### src/rtl/core/gds_pkg.sv
package gds_pkg;

    typedef logic [13:0] year_t;
    typedef logic [3:0]  month_t;
    typedef logic [4:0]  day_t;
    typedef logic [22:0] cnt_t;
    typedef logic [8:0]  msd_t;
    typedef logic [21:0] span_t;

    typedef struct packed {
        year_t  first_year;
        month_t first_month;
        day_t   first_day;
        year_t  second_year;
        month_t second_month;
        day_t   second_day;
    } date_in_t;

    typedef struct packed {
        span_t span_days;
        logic  date_invalid;
    } span_out_t;

    typedef struct packed {
        logic adv_a;
        logic adv_b;
    } lane_ctl_t;

    typedef struct packed {
        cnt_t count;
        logic ok;
    } lane_res_t;

    localparam year_t       FIRST_YEAR         = 14'd1970;
    localparam logic [8:0]  DAYS_PER_YEAR      = 9'd365;
    localparam cnt_t        LEAPS_BEFORE_FIRST = 23'd477;
    localparam logic [11:0] RECIP_25           = 12'd2622;
    localparam int          RECIP_SHIFT        = 16;
    localparam logic [6:0]  CENTURY            = 7'd100;
    localparam logic [6:0]  CENTURY_LAST       = 7'd99;
    localparam month_t      MONTH_JAN          = 4'd1;
    localparam month_t      MONTH_FEB          = 4'd2;
    localparam month_t      MONTH_DEC          = 4'd12;

    function automatic msd_t month_start(input month_t m);
        msd_t r;
        unique case (m)
            4'd2:    r = 9'd31;
            4'd3:    r = 9'd59;
            4'd4:    r = 9'd90;
            4'd5:    r = 9'd120;
            4'd6:    r = 9'd151;
            4'd7:    r = 9'd181;
            4'd8:    r = 9'd212;
            4'd9:    r = 9'd243;
            4'd10:   r = 9'd273;
            4'd11:   r = 9'd304;
            4'd12:   r = 9'd334;
            default: r = 9'd0;
        endcase
        return r;
    endfunction

    function automatic day_t month_len(input month_t m);
        day_t r;
        unique case (m) inside
            4'd1, 4'd3, 4'd5, 4'd7, 4'd8, 4'd10, 4'd12: r = 5'd31;
            4'd4, 4'd6, 4'd9, 4'd11:                    r = 5'd30;
            4'd2:                                       r = 5'd28;
            default:                                    r = 5'd0;
        endcase
        return r;
    endfunction

endpackage

### src/rtl/core/gregorian_day_span_unit.sv
// Each word passes the lane input, lane result and merge registers to m_data.
// One word per cycle unless stalled; two parallel date lanes, each with a
// reciprocal multiply stage and a day-count sum stage, then one merge stage.
// Each stage holds under back-pressure and fills any bubble ahead of it.
// Reset: synchronous, active-low aresetn clears all stage valid flags.
module gregorian_day_span_unit #(
    parameter int LAST_YEAR = 9999
) (
    input  logic               aclk,
    input  logic               aresetn,
    input  logic               s_valid,
    output logic               s_ready,
    input  gds_pkg::date_in_t  s_data,
    output logic               m_valid,
    input  logic               m_ready,
    output gds_pkg::span_out_t m_data
);

    logic v1_reg, v1_next;
    logic v2_reg, v2_next;
    logic m_valid_reg, m_valid_next;
    logic adv1, adv2, adv3;
    gds_pkg::lane_ctl_t ctl;
    gds_pkg::lane_res_t res_a, res_b;

    assign adv3    = !m_valid_reg || m_ready;
    assign adv2    = !v2_reg || adv3;
    assign adv1    = !v1_reg || adv2;
    assign s_ready = adv1;

    assign ctl.adv_a = adv1;
    assign ctl.adv_b = adv2;

    always_comb begin
        v1_next      = adv1 ? s_valid : v1_reg;
        v2_next      = adv2 ? v1_reg : v2_reg;
        m_valid_next = adv3 ? v2_reg : m_valid_reg;
    end

    always_ff @(posedge aclk) begin
        if (!aresetn) begin
            v1_reg      <= 1'b0;
            v2_reg      <= 1'b0;
            m_valid_reg <= 1'b0;
        end else begin
            v1_reg      <= v1_next;
            v2_reg      <= v2_next;
            m_valid_reg <= m_valid_next;
        end
    end

    gds_lane #(.LAST_YEAR(LAST_YEAR)) u_lane_first (
        .aclk  (aclk),
        .ctl   (ctl),
        .year  (s_data.first_year),
        .month (s_data.first_month),
        .day   (s_data.first_day),
        .res   (res_a)
    );

    gds_lane #(.LAST_YEAR(LAST_YEAR)) u_lane_second (
        .aclk  (aclk),
        .ctl   (ctl),
        .year  (s_data.second_year),
        .month (s_data.second_month),
        .day   (s_data.second_day),
        .res   (res_b)
    );

    gds_merge u_merge (
        .aclk   (aclk),
        .adv    (adv3),
        .res_a  (res_a),
        .res_b  (res_b),
        .result (m_data)
    );

    assign m_valid = m_valid_reg;

    a_invalid_zero: assert property (@(posedge aclk) disable iff (!aresetn)
        m_valid && m_data.date_invalid |-> m_data.span_days == '0)
        else $error("invalid word carries a nonzero span");

    a_accept_fills: assert property (@(posedge aclk) disable iff (!aresetn)
        s_valid && s_ready |=> v1_reg)
        else $error("accepted word lost at first stage");

    a_stall_holds: assert property (@(posedge aclk) disable iff (!aresetn)
        v2_reg && m_valid_reg && !m_ready |=> v2_reg && m_valid_reg)
        else $error("stalled pipeline dropped a word");

    a_reset_clears: assert property (@(posedge aclk)
        !aresetn |=> !v1_reg && !v2_reg && !m_valid_reg)
        else $error("stage valid set after reset");

endmodule

### src/rtl/core/gds_lane.sv
module gds_lane #(
    parameter int LAST_YEAR = 9999
) (
    input  logic               aclk,
    input  gds_pkg::lane_ctl_t ctl,
    input  gds_pkg::year_t     year,
    input  gds_pkg::month_t    month,
    input  gds_pkg::day_t      day,
    output gds_pkg::lane_res_t res
);

    localparam logic [16:0] LastYear = 17'(LAST_YEAR);

    gds_pkg::cnt_t   yrs_days_reg, yrs_days_next;
    logic [11:0]     q4_reg, q4_next;
    logic [7:0]      q100_reg, q100_next;
    gds_pkg::year_t  ym1_reg, ym1_next;
    gds_pkg::month_t month_reg;
    gds_pkg::day_t   day_reg;
    gds_pkg::msd_t   msd_reg, msd_next;
    logic            range_ok_reg, range_ok_next;
    gds_pkg::lane_res_t res_reg, res_next;

    gds_pkg::year_t  yoff;
    logic [23:0]     prod;
    gds_pkg::year_t  cent_base;
    gds_pkg::year_t  rem;
    logic            div4, cent, lp;
    gds_pkg::day_t   len;
    logic            day_ok;
    gds_pkg::cnt_t   leaps;

    always_comb begin
        ym1_next      = year - 14'd1;
        yoff          = year - gds_pkg::FIRST_YEAR;
        q4_next       = ym1_next[13:2];
        prod          = {12'b0, q4_next} * {12'b0, gds_pkg::RECIP_25};
        q100_next     = prod[gds_pkg::RECIP_SHIFT +: 8];
        yrs_days_next = gds_pkg::cnt_t'(yoff) * gds_pkg::cnt_t'(gds_pkg::DAYS_PER_YEAR);
        msd_next      = gds_pkg::month_start(month) + gds_pkg::msd_t'(day);
        range_ok_next = (year >= gds_pkg::FIRST_YEAR) && ({3'b0, year} <= LastYear)
                        && (month >= gds_pkg::MONTH_JAN) && (month <= gds_pkg::MONTH_DEC);
    end

    always_ff @(posedge aclk) begin
        if (ctl.adv_a) begin
            yrs_days_reg <= yrs_days_next;
            q4_reg       <= q4_next;
            q100_reg     <= q100_next;
            ym1_reg      <= ym1_next;
            month_reg    <= month;
            day_reg      <= day;
            msd_reg      <= msd_next;
            range_ok_reg <= range_ok_next;
        end
    end

    always_comb begin
        cent_base = gds_pkg::year_t'(q100_reg) * gds_pkg::year_t'(gds_pkg::CENTURY);
        rem       = ym1_reg - cent_base;
        div4      = (ym1_reg[1:0] == 2'b11);
        cent      = div4 && (rem == gds_pkg::year_t'(gds_pkg::CENTURY_LAST));
        lp        = div4 && (!cent || (q100_reg[1:0] == 2'b11));
        len       = gds_pkg::month_len(month_reg)
                    + gds_pkg::day_t'((month_reg == gds_pkg::MONTH_FEB) && lp);
        day_ok    = (day_reg != 5'd0) && (day_reg <= len);
        leaps     = gds_pkg::cnt_t'(q4_reg) - gds_pkg::cnt_t'(q100_reg)
                    + gds_pkg::cnt_t'(q100_reg[7:2]) - gds_pkg::LEAPS_BEFORE_FIRST;
        res_next.count = yrs_days_reg + leaps + gds_pkg::cnt_t'(msd_reg)
                         + gds_pkg::cnt_t'((month_reg > gds_pkg::MONTH_FEB) && lp);
        res_next.ok    = range_ok_reg && day_ok;
    end

    always_ff @(posedge aclk) begin
        if (ctl.adv_b) begin
            res_reg <= res_next;
        end
    end

    assign res = res_reg;

endmodule

### src/rtl/core/gds_merge.sv
module gds_merge (
    input  logic               aclk,
    input  logic               adv,
    input  gds_pkg::lane_res_t res_a,
    input  gds_pkg::lane_res_t res_b,
    output gds_pkg::span_out_t result
);

    gds_pkg::span_out_t result_reg, result_next;
    gds_pkg::cnt_t      diff;

    always_comb begin
        diff = (res_a.count >= res_b.count) ? res_a.count - res_b.count
                                            : res_b.count - res_a.count;
        if (res_a.ok && res_b.ok) begin
            result_next.span_days    = diff[21:0];
            result_next.date_invalid = 1'b0;
        end else begin
            result_next.span_days    = '0;
            result_next.date_invalid = 1'b1;
        end
    end

    always_ff @(posedge aclk) begin
        if (adv) begin
            result_reg <= result_next;
        end
    end

    assign result = result_reg;

endmodule

### config.mk
export PLATFORM = sky130hd
export DESIGN_NAME = gregorian_day_span_unit
export DESIGN_NICKNAME = d
export VERILOG_FILES = /design/src/rtl/core/gds_pkg.sv /design/src/rtl/core/gregorian_day_span_unit.sv /design/src/rtl/core/gds_lane.sv /design/src/rtl/core/gds_merge.sv
export SDC_FILE = /design/constraint.sdc
export NUM_CORES = 1
export LEC_CHECK = 0
export ABC_CLOCK_PERIOD_IN_PS = 8050
export BUFFER_PORTS_ARGS = -buffer_cell sky130_fd_sc_hd__buf_2
export CORE_ASPECT_RATIO = 1.5
export CORE_MARGIN = 2
export CORE_UTILIZATION = 40
export DETAILED_ROUTE_END_ITERATION = 8
export GPL_TIMING_DRIVEN = 0
export SETUP_SLACK_MARGIN = 0.1
export SKIP_LAST_GASP = 1
export SLEW_MARGIN = 20
export SYNTH_ARGS = -nofsm -noshare
export SYNTH_HDL_FRONTEND = slang
export SYNTH_SLANG_ARGS = --single-unit
export TNS_END_PERCENT = 100
### constraint.sdc
create_clock -name aclk -period 8.05 [get_ports aclk]
set_clock_uncertainty 0.05 [all_clocks]
set_input_delay 1.61 -clock aclk [delete_from_list [all_inputs] [get_ports aclk]]
set_output_delay 1.61 -clock aclk [all_outputs]
set_load 0.05 [all_outputs]
## Word-level counts from Yosys, hierarchy flattened

Memories as Yosys holds them, arrays and structs flattened.
Cells that the tools add are included.

| word-level totals | value |
|---|---|
| flip-flop bits (word level) | 226 |
| bits in read-only memories | 288 |
| input port bits | 50 |
| output and inout port bits | 25 |
| logic and storage cells | 139 |
| memories kept | 2 |

| operators by class | value |
|---|---|
| $add $sub $neg | 24 |
| multipliers | 6 |
| order comparisons | 13 |
| eq/ne operators | 30 |
| muxes and demuxes | 4 |
| reduce and logical (&&, ||, !) cells | 35 |

Memory list:

| name | words | width | rd ports | clocked after Yosys merged registers in | write ports | RTL line | text |
|---|---|---|---|---|---|---|---|
| (name not given) | 16 | 9 | 1 | 0 | 0 | gds_pkg.sv:47 | `unique case (m)` |
| (name not given) | 16 | 9 | 1 | 0 | 0 | gds_pkg.sv:47 |  |

Operators by type and width:

| operator | count |
|---|---|
| $add A23 B1 Y23 | 2 |
| $add A23 B23 Y23 | 2 |
| $add A23 B6 Y23 | 2 |
| $add A23 B9 Y23 | 2 |
| $mul A12 B11 Y23 const B | 2 |
| $mul A14 B9 Y23 const B | 2 |
| $sub A23 B9 Y23 const B | 2 |
| $sub A22 B22 Y22 | 2 |
| $eq A4 B4 Y1 const B | 10 |
| $eq A4 B3 Y1 const B | 8 |
| $pmux W5 S3 | 2 |
| $eq A14 B7 Y1 const B | 2 |
| $ge A14 B11 Y1 const B | 2 |
| $le A14 B14 Y1 const B | 2 |
| $sub A14 B1 Y14 const B | 2 |
| $sub A14 B11 Y14 const B | 2 |
| $sub A14 B14 Y14 | 2 |
| $sub A12 B8 Y13 | 2 |
| $mul A8 B5 Y12 const B | 2 |
| $ge A23 B23 Y1 | 1 |
| $mux W22 | 1 |
| $logic_and A1 B1 Y1 | 19 |
| $add A9 B5 Y9 | 2 |
| $eq A4 B2 Y1 const B | 4 |
| 13 further kinds | 33 |

## Depth between registers and ports, before layout

Gate-level depths: netlist of the first run.

| depth | value |
|---|---|
| word-level depth | 12 |
| gate-level depth with buffers | 32 |
| depth with buffers taken out | 32 |

## By module

Synthesis of the first run repeated with hierarchy kept, for this count alone.

| second synthesis, totals | value |
|---|---|
| cell total of the unflattened synthesis | 2872 |
| area, all modules | 27848.0 um2 |

By module, submodules not included:

| module | times used | cells an instance | area each (um2) | sequential area each (um2) |
|---|---|---|---|---|
| gds_lane at u_lane_second | 1 | 1237 | 12310.6 | 2642.5 |
| gds_lane at u_lane_first | 1 | 1192 | 12027.8 | 2642.5 |
| gds_merge | 1 | 431 | 3387.0 | 690.7 |
| gregorian_day_span_unit | 1 | 12 | 122.6 | 60.1 |

## Worst setup path before layout of the first run

Ideal clock, no wire load.

| timing path | value |
|---|---|
| kind | input port to flip-flop |
| start | in s_data[15] (netlist bit) |
| end | reg u_lane_second.q100_reg[7] (data pin) |
| setup time | 260 ps |
| arrival | 7255 ps |
| required time | 7740 ps |
| setup slack | 485 ps |
| stages | 22 |
| path buffers | 1 |
| cell sequence | clkbuf_1 or4_1 nor4_1 nand2b_1 xnor2_1 fa_1 ha_1 inv_1 fa_1 inv_1 fa_1 inv_1 fa_1 inv_1 ha_1 a21o_1 a211o_1 a22oi_1 nand3_1 a31o_2 a21oi_1 xnor2_1 |

| on the way | value |
|---|---|
| word-level cells in the longest chain between the ends | 2 |

Ends and longest elaborated chain:

| element | RTL line | text |
|---|---|---|
| start: declaration | gregorian_day_span_unit.sv:13 | `input gds_pkg::date_in_t s_data,` |
| $sub A14 B1 Y14 | gds_lane.sv:34 | `ym1_next = year - 14'd1;` |
| named net u_lane_second.ym1_next[11] | gds_lane.sv:17 | `gds_pkg::year_t ym1_reg, ym1_next;` |
| $mul A12 B11 Y23 | gds_lane.sv:37 | `prod = {12'b0, q4_next} * {12'b0, gds_pkg::RECIP_25};` |
| named net u_lane_second.prod[23] | gds_lane.sv:25 | `logic [23:0] prod;` |
| end signal: assignment | gds_lane.sv:49 | `q100_reg <= q100_next;` |
| end: declaration | gds_lane.sv:16 | `logic [7:0] q100_reg, q100_next;` |

The timed path passes the listed nets, and every way through them passes these cells.
A chain may end at the register's enable or synchronous reset.

## Worst setup path in the final report of the first run

| timing path | value |
|---|---|
| start | in s_data[10] (netlist bit) |
| end | reg u_lane_second.q100_reg[7] (data pin) |

The elaborated chain is that of the path after synthesis.

==> results.json, run 1 <==
{
  "status": "completed",
  "cts-buffers-inserted": 23,
  "num-nets-final": 3779,
  "insertion_delay_ns": 0.55,
  "drc": 0,
  "h-tree-depth": 1,
  "finalSetupViolCount": 0,
  "grt_max_degree": 52,
  "required_ns": 8.30,
  "path_clk_slew_ns": 0.06,
  "vias": 19153,
  "synth_ff_type": "edfxtp_1",
  "synth_top_family_by_area": "adder cells",
  "yosys.area_share.adder": 0.424,
  "final.period_utilization": 0.932,
  "drv_slew": 0,
  "ant_nets": 0,
  "dp_hpwl_mm": 47.8,
  "die_h_um": 326,
  "netlist-cell-type-count": 72,
  "n_fill_cell": 6686,
  "fin_hold_ws_ns": 0.491,
  "final_common_cell": "inv_1",
  "grtUsageTotal": 0.162,
  "diodes": 0,
  "cts_buffer_depth": 3,
  "wl_mm": 55.6,
  "drtIter0Drc": 606,
  "final-seq-area_mm2": 0.00604,
  "synth-compound-area-share": 0.114,
  "cp-end-kind": "flip-flop",
  "hold_viol": 0,
  "cts_sinks": 202,
  "fmax_mhz": 133,
  "synth-xor-area-share": 0.0614,
  "grt_pass1_vias": 19898,
  "yosys.area_share.simple": 0.0836,
  "dr.pass1.iters": 4,
  "placementRows": 118,
  "arrival_ns": 7.75,
  "cp-start-kind": "primary input",
  "synth_seq_area_share": 0.218,
  "yosysWarnings": 0,
  "ys_ff_latch": 202,
  "cts-root-buf": "clkbuf_16",
  "syn_to_final_growth_pct": 9.53,
  "drt-vias-per-instance": 4.99,
  "rsz0062_at_grt": "no",
  "die_w_um": 219,
  "synth_fp_nets": 3679,
  "synthCells": 2822,
  "avgSynthCellArea_um2": 9.81,
  "dieArea_mm2": 0.0713,
  "gp_congestion": 0.947,
  "synthMuxAreaShare": 0.0123,
  "multi_input_area_mm2": 0.0194,
  "drive_gt1_frac": 0.0602,
  "max_slew_margin": 0.260,
  "drv_cap": 0,
  "cts_tree": "done",
  "synth_edf_count": 199,
  "period_minus_slack_ns": 7.50,
  "worstMarginPinSlew_ns": 1.11,
  "grt-ovfl-total": 0,
  "core_area_mm2": 0.0688,
  "io_buffers": 62,
  "grt_pass1_wl_mm": 95.1,
  "worst-setup-path-type": "in2reg",
  "io_pins": 75,
  "post_synth_instance_area_mm2": 0.0277,
  "hp-class": "reg2reg",
  "synthArstFlopShare": 0,
  "final_cell_mix": "inv_1, ha_1, fa_1",
  "start_util": 0.402,
  "wl_per_cell_um": 14.5,
  "critical_path_peak_fanout": 7,
  "antenna_found_initial": 4
}
layout make-up:
cell class	count	share of cell area
multi-input cells	1990	0.641
flip-flops and latches	202	0.199
inverters	592	0.0733
well taps	900	0.0372
clock buffers	24	0.0191
repair buffers	75	0.0154
clock inverters	18	0.00912
plain buffers	38	0.00574
synth_stat cells, types with 10 or more instances:
library cell,n,area [um^2]
inv_1,591,2220
o211ai_1,10,75.1
clkbuf_1,30,113
nand3_1,24,120
xor2_1,64,561
o21ai_0,100,500
nand2_1,99,372
nand4_1,12,75.1
a21o_1,55,413
edfxtp_1,199,5980
ha_1,589,7370
nor2b_1,35,219
o21bai_1,26,195
fa_1,218,4360
and3_1,20,125
nor3b_1,11,82.6
nor2_1,136,510
a31oi_1,17,106
xnor2_1,130,1140
a21boi_0,10,75.1
nand2b_1,30,188
nor3_1,45,225
o21a_1,32,240
a211oi_1,18,135
a21oi_1,144,721
nor4_1,10,62.6
mux2i_1,24,240
what timing repair did:
action / in CTS / in global routing
resized for setup: 1 / 27
gates cloned: 0 / 0
buffers inserted: 0 / 9
endpoints found under the setup margin: 1 / 30
pin swaps: 0 / 2
hold buffers: 0 / 0
per-layer routing:
metal | routed length [um] | GRT usage | vias to the layer above
li1 | - | - | 9738
met1 | 23100 | 0.188 | 9084
met2 | 28900 | 0.305 | 230
met3 | 1430 | 0.0140 | 95
met4 | 2100 | 0.0626 | 6
met5 | 46 | 0 | -
metrics by stage:
step | instances | util | cell area, um^2 | worst slack [ns] | TNS [ns]
detailed placement | 3788 | 0.425 | 29200 | -0.515 | -4.54
CTS | 3830 | 0.437 | 30100 | 0.100 | 0
finish | 3839 | 0.441 | 30300 | 0.546 | 0
global route | 3839 | 0.441 | 30300 | 0.107 | 0
global placement | 3784 | 0.423 | 29100 | -1.75 | -78.14
floorplan | 2822 | - | 27700 | 0.485 | 0
kinds of logic (layout without fill, tap and decap cells):
group	Yosys count	count (layout)
flops	202	202
compound gates	491	491
buf+inv	630	747
fa+ha+maj	807	807
xor+xnor	194	194
mux	31	31
simple gates	467	467
worst max-delay path, stage by stage:
cell and delay, ns:
buf_2 0.12, inv_1 0.23, ha_1 0.25, a21boi_0 0.34
nand2b_1 0.17, nor4_1 0.42, xor2_2 0.26, inv_1 0.18
fa_1 0.51, inv_1 0.07, ha_1 0.14, inv_1 0.06
fa_1 0.51, inv_1 0.06, fa_1 0.54, inv_1 0.05
fa_1 0.47, inv_1 0.04, ha_1 0.17, a21o_1 0.17
a21o_1 0.17, a211o_1 0.34, a22oi_1 0.20, nand3_1 0.14
a31o_2 0.27, a21oi_1 0.17, xnor2_1 0.08
worst paths after layout:
check | startpoint | endpoint | cells after the start | slack [ns]
worst max-delay path | s_data[10] | u_lane_second.q100_reg[7]$_DFFE_PP_ | 27 | 0.55
worst min-delay path | v1_reg$_SDFFE_PN0P_ | v2_reg$_SDFFE_PN0P_ | 2 | 0.49
worst max register to register | u_lane_first.q100_reg[2]$_DFFE_PP_ | u_lane_first.res[14]$_DFFE_PP_ | 30 | 0.56
worst min register to register | v1_reg$_SDFFE_PN0P_ | v2_reg$_SDFFE_PN0P_ | 2 | 0.49
Power of run 1 is left out: the tool's default activity adds up to more than one toggle a clock period on the data nets, which glitch-free logic cannot reach.
==> run 2: changes to the inputs <==
- ABC_AREA: default -> 1
==> results.json, run 2 <==
{
  "die_h_um": 337,
  "utilization": 0.438,
  "netlist-cell-type-count": 54,
  "grt_pass1_vias": 23001,
  "cts_sinks": 202,
  "yosys.area_share.adder": 0.398,
  "rsz0062_at_grt": "no",
  "design_area_mm2": 0.0319,
  "drtIter0Drc": 857,
  "cts-buffers-inserted": 23,
  "ys_ff_latch": 202,
  "die_w_um": 226,
  "drv_cap": 0,
  "avgSynthCellArea_um2": 8.39,
  "layout.cells.non_filler": 4607,
  "wl_mm": 65.2,
  "pre_cts_slack_ns": 0.0367,
  "diodes": 0,
  "regToRegSetupSlack_ns": 0.77,
  "start_util": 0.405,
  "final.period_utilization": 0.926,
  "hp-class": "reg2reg",
  "cts-root-buf": "clkbuf_16",
  "synth_edf_count": 199,
  "grt-ovfl-total": 0,
  "post_cts_buffers": 0,
  "crit_chain": "buf_2, inv_1, ha_1, inv_1, a21oi_1, inv_1, or2_2, nor2_1, nand4_1, xor2_1, inv_1, fa_1, ha_1, fa_1, fa_1, fa_1, ha_1, nand2_1, nor2_1, nand2_1, o21ai_0, a21oi_1, xnor2_1",
  "dp_cells": 4568,
  "worstMarginPinSlew_ns": 0.966,
  "io_pins": 75,
  "core_area_mm2": 0.0728,
  "io_buffers": 67,
  "slowest_delay_ns": 0.61,
  "num-nets-final": 4466,
  "gp_congestion": 0.953,
  "synth_fp_nets": 4371,
  "yosysWarnings": 0,
  "yosysMostFrequentCell": "inv_1",
  "cp-end-kind": "flip-flop",
  "synth-compound-area-share": 0.0857,
  "finalSetupViolCount": 0,
  "final_common_cell": "inv_1",
  "drc": 0,
  "required_ns": 8.28,
  "antenna_found_initial": 1,
  "period_minus_slack_ns": 7.45,
  "cts_tree": "done",
  "vias": 22319,
  "hold_viol": 0,
  "worst-setup-path-type": "in2reg",
  "yosys.area.top_type": "ha_1",
  "wl_per_cell_um": 14.1,
  "drt-vias-per-instance": 4.84,
  "grt_max_degree": 59,
  "synthArstFlopShare": 0,
  "cts_buffer_depth": 3,
  "status": "completed",
  "cp-start-kind": "primary input",
  "finalWorstSetupSlack_ns": 0.597,
  "ant_nets": 0,
  "synthCells": 3514,
  "synth-xor-area-share": 0.0606,
  "grt_pass1_wl_mm": 110,
  "dr.pass1.iters": 7,
  "synthTopCellsByArea": "ha_1, edfxtp_1, fa_1",
  "path_clk_slew_ns": 0.07,
  "dieArea_mm2": 0.0759,
  "dp_hpwl_mm": 56.8,
  "synth_common_cells": "inv_1, nand2_1, ha_1, a21oi_1, fa_1",
  "syn_to_final_growth_pct": 8.11,
  "yosys.area_share.simple": 0.146,
  "cts-resized-gates": 0,
  "synthMuxAreaShare": 0.000679,
  "synth_seq_area_share": 0.205,
  "final_cell_mix": "inv_1, nand2_1, ha_1",
  "place_area_mm2": 0.0311,
  "grtUsageTotal": 0.178,
  "critical_path_peak_fanout": 8,
  "max_slew_margin": 0.354,
  "slowest_stage": "xor2_1",
  "drv_slew": 0,
  "synth_top_family_by_area": "adder cells",
  "h-tree-depth": 1,
  "synth_top_area_frac": 0.250,
  "ctsHoldBuffers": 0,
  "fmax_mhz": 134,
  "arrival_ns": 7.69,
  "insertion_delay_ns": 0.56,
  "drive_gt1_frac": 0.0409,
  "placementRows": 121,
  "synth_ff_type": "edfxtp_1",
  "post_synth_instance_area_mm2": 0.0295
}
## run 2: final cells by class
| type | count | area, um^2 |
|---|---|---|
| Multi-Input combinational cell | 2500 | 20400 |
| Clock inverter | 11 | 149 |
| Fill cell | 7303 | 40900 |
| Clock buffer | 28 | 594 |
| Timing Repair Buffer | 70 | 410 |
| Buffer | 24 | 130 |
| Inverter | 788 | 2960 |
| Tap cell | 984 | 1230 |
| Sequential cell | 202 | 6040 |
## run 2: routing by layer
| metal | vias to the layer above | track usage | part of all wire |
|---|---|---|---|
| li1 | 11546 | - | - |
| met1 | 10398 | 0.203 | 0.42 |
| met2 | 276 | 0.347 | 0.53 |
| met5 | - | 0 | 0.00015 |
| met4 | 2 | 0.0547 | 0.030 |
| met3 | 97 | 0.0138 | 0.025 |
## run 2: worst paths after layout
path                                  startpoint                                  to  cells after the start
max                                   s_data[33]  u_lane_first.q100_reg[3]$_DFFE_PP_                     23
min                          v2_reg$_SDFFE_PN0P_                m_valid$_SDFFE_PN0P_                      2
max reg2reg  u_lane_second.q100_reg[3]$_DFFE_PP_     u_lane_second.res[18]$_DFFE_PP_                     37
min reg2reg                  v2_reg$_SDFFE_PN0P_                m_valid$_SDFFE_PN0P_                      2
## run 2: cell families after synthesis
family | after synthesis
buffers and inverters | 812
xor gates and xnor gates | 204
muxes | 2
AOI/OAI and AO/OA | 455
and+or+nand+nor | 1032
DFF | 202
adders and majority gates | 807
## run 2: through the flow
stage | TNS [ns] | hold WS, ns
CTS | 0 | 0.415
detailed placement | 0 | 0.404
finish | 0 | 0.405
global placement | -1.13 | 0.397
global route | 0 | 0.436
floorplan | 0 | 0.383
## run 2: worst max-delay path, delay by kind of cell
family / cells / cell delay [ns]
compound gates: 3 / 0.57
buf+inv: 5 / 0.83
xor+xnor: 2 / 0.75
fa+ha+maj: 7 / 2.93
simple gates: 6 / 0.98
Power of run 2 is left out for the same reason.
==> run 3: changes to the inputs <==
- PLACE_DENSITY: default -> 0.64
==> results.json, run 3 (synthesis results as in run 2) <==
{
  "die_h_um": 337,
  "hp-class": "reg2reg",
  "drc": 0,
  "dieArea_mm2": 0.0759,
  "finalSetupViolCount": 0,
  "critical_path_peak_fanout": 8,
  "worstMarginPinSlew_ns": 0.944,
  "status": "completed",
  "dr.pass1.iters": 6,
  "crit_chain": "buf_2, inv_1, ha_1, inv_1, a21oi_1, inv_1, or2_2, nor4_1, xor2_1, inv_1, fa_1, ha_1, inv_1, fa_1, fa_1, fa_1, inv_1, ha_1, nand2_1, nor2_1, nand2_1, o21ai_0, xor2_1",
  "critPathBufInv": 7,
  "drv_cap": 0,
  "wl_mm": 65.7,
  "post_cts_buffers": 0,
  "cp-end-kind": "flip-flop",
  "slowest_stage": "xor2_1",
  "critPathTopFamily": "adder cells",
  "cts_tree": "done",
  "drv_slew": 0,
  "ant_nets": 0,
  "final.period_utilization": 0.935,
  "insertion_delay_ns": 0.55,
  "max_slew_margin": 0.369,
  "vias": 22319,
  "wl_per_cell_um": 14.3,
  "path_clk_slew_ns": 0.06,
  "drt-vias-per-instance": 4.85,
  "grt-ovfl-total": 0,
  "cts-buffers-inserted": 21,
  "grt_pass1_vias": 23174,
  "core_area_mm2": 0.0728,
  "required_ns": 8.30,
  "cts-resized-gates": 0,
  "cp-start-kind": "primary input",
  "grtUsageTotal": 0.179,
  "slowest_delay_ns": 0.68,
  "drtIter0Drc": 940,
  "rsz0062_at_grt": "no",
  "final_cell_mix": "inv_1, nand2_1, ha_1",
  "placementRows": 121,
  "h-tree-depth": 1,
  "hold_viol": 0,
  "fmax_mhz": 133,
  "gp_congestion": 0.954,
  "period_minus_slack_ns": 7.53,
  "grt_pass1_wl_mm": 110,
  "cts-root-buf": "clkbuf_16",
  "dp_hpwl_mm": 57.5,
  "drive_gt1_frac": 0.0409,
  "start_util": 0.405,
  "cp_common_cell": "inv_1",
  "syn_to_final_growth_pct": 7.86,
  "worst-setup-path-type": "in2reg",
  "io_buffers": 67,
  "cts_buffer_depth": 3,
  "diodes": 0,
  "ctsHoldBuffers": 0,
  "grt_max_degree": 58,
  "num-nets-final": 4464,
  "io_pins": 75,
  "arrival_ns": 7.77,
  "cts_sinks": 202,
  "antenna_found_initial": 2,
  "fin_hold_ws_ns": 0.408,
  "final_common_cell": "inv_1",
  "die_w_um": 226
}
## run 3: cell type report
class                           count  area [um^2]
Inverter                          788         2960
Sequential cell                   202         6040
Fill cell                        7194        41000
Multi-Input combinational cell   2500        20400
Clock inverter                      8         76.3
Tap cell                          984         1230
Buffer                             24          130
Timing Repair Buffer               70          403
Clock buffer                       30          599
## run 3: metal layers
| layer | vias up | routed length (um) | GRT usage |
|---|---|---|---|
| li1 | 11537 | - | - |
| met1 | 10313 | 27000 | 0.202 |
| met2 | 345 | 34500 | 0.346 |
| met3 | 120 | 1690 | 0.0133 |
| met4 | 4 | 2570 | 0.0682 |
| met5 | - | 23 | 0 |
## run 3: worst register-to-register path: cells and delay by family (launching register included)
kind | cells | cell delay (ns)
xor gates and xnor gates | 1 | 0.15
DFF | 1 | 0.49
adders and majority gates | 10 | 3.55
buffers and inverters | 3 | 0.23
AOI/OAI and AO/OA | 4 | 0.81
and+or+nand+nor | 19 | 1.68
## run 3: path summary, 6_finish.rpt
check	from	to	slack (ns)	depth (start not counted)
max	s_data[33]	u_lane_first.q100_reg[1]$_DFFE_PP_	0.52	23
max reg2reg	u_lane_second.q100_reg[4]$_DFFE_PP_	u_lane_second.res[18]$_DFFE_PP_	0.81	37
min reg2reg	v2_reg$_SDFFE_PN0P_	m_valid$_SDFFE_PN0P_	0.41	2
min	v2_reg$_SDFFE_PN0P_	m_valid$_SDFFE_PN0P_	0.41	2
## run 3: stage by stage
| step | worst slack (ns) | instance area, um^2 | utilization | instances | setup TNS (ns) |
|---|---|---|---|---|---|
| finish | 0.521 | 31800 | 0.437 | 4606 | 0 |
| global placement | -0.988 | 31000 | 0.426 | 4565 | -0.988 |
| CTS | 0.529 | 31800 | 0.437 | 4606 | 0 |
| detailed placement | -0.0129 | 31100 | 0.427 | 4568 | -0.0129 |
| global route | 0.132 | 31800 | 0.437 | 4606 | 0 |
| floorplan | 0.998 | 29500 | - | 3514 | 0 |
Power of run 3 is left out for the same reason.
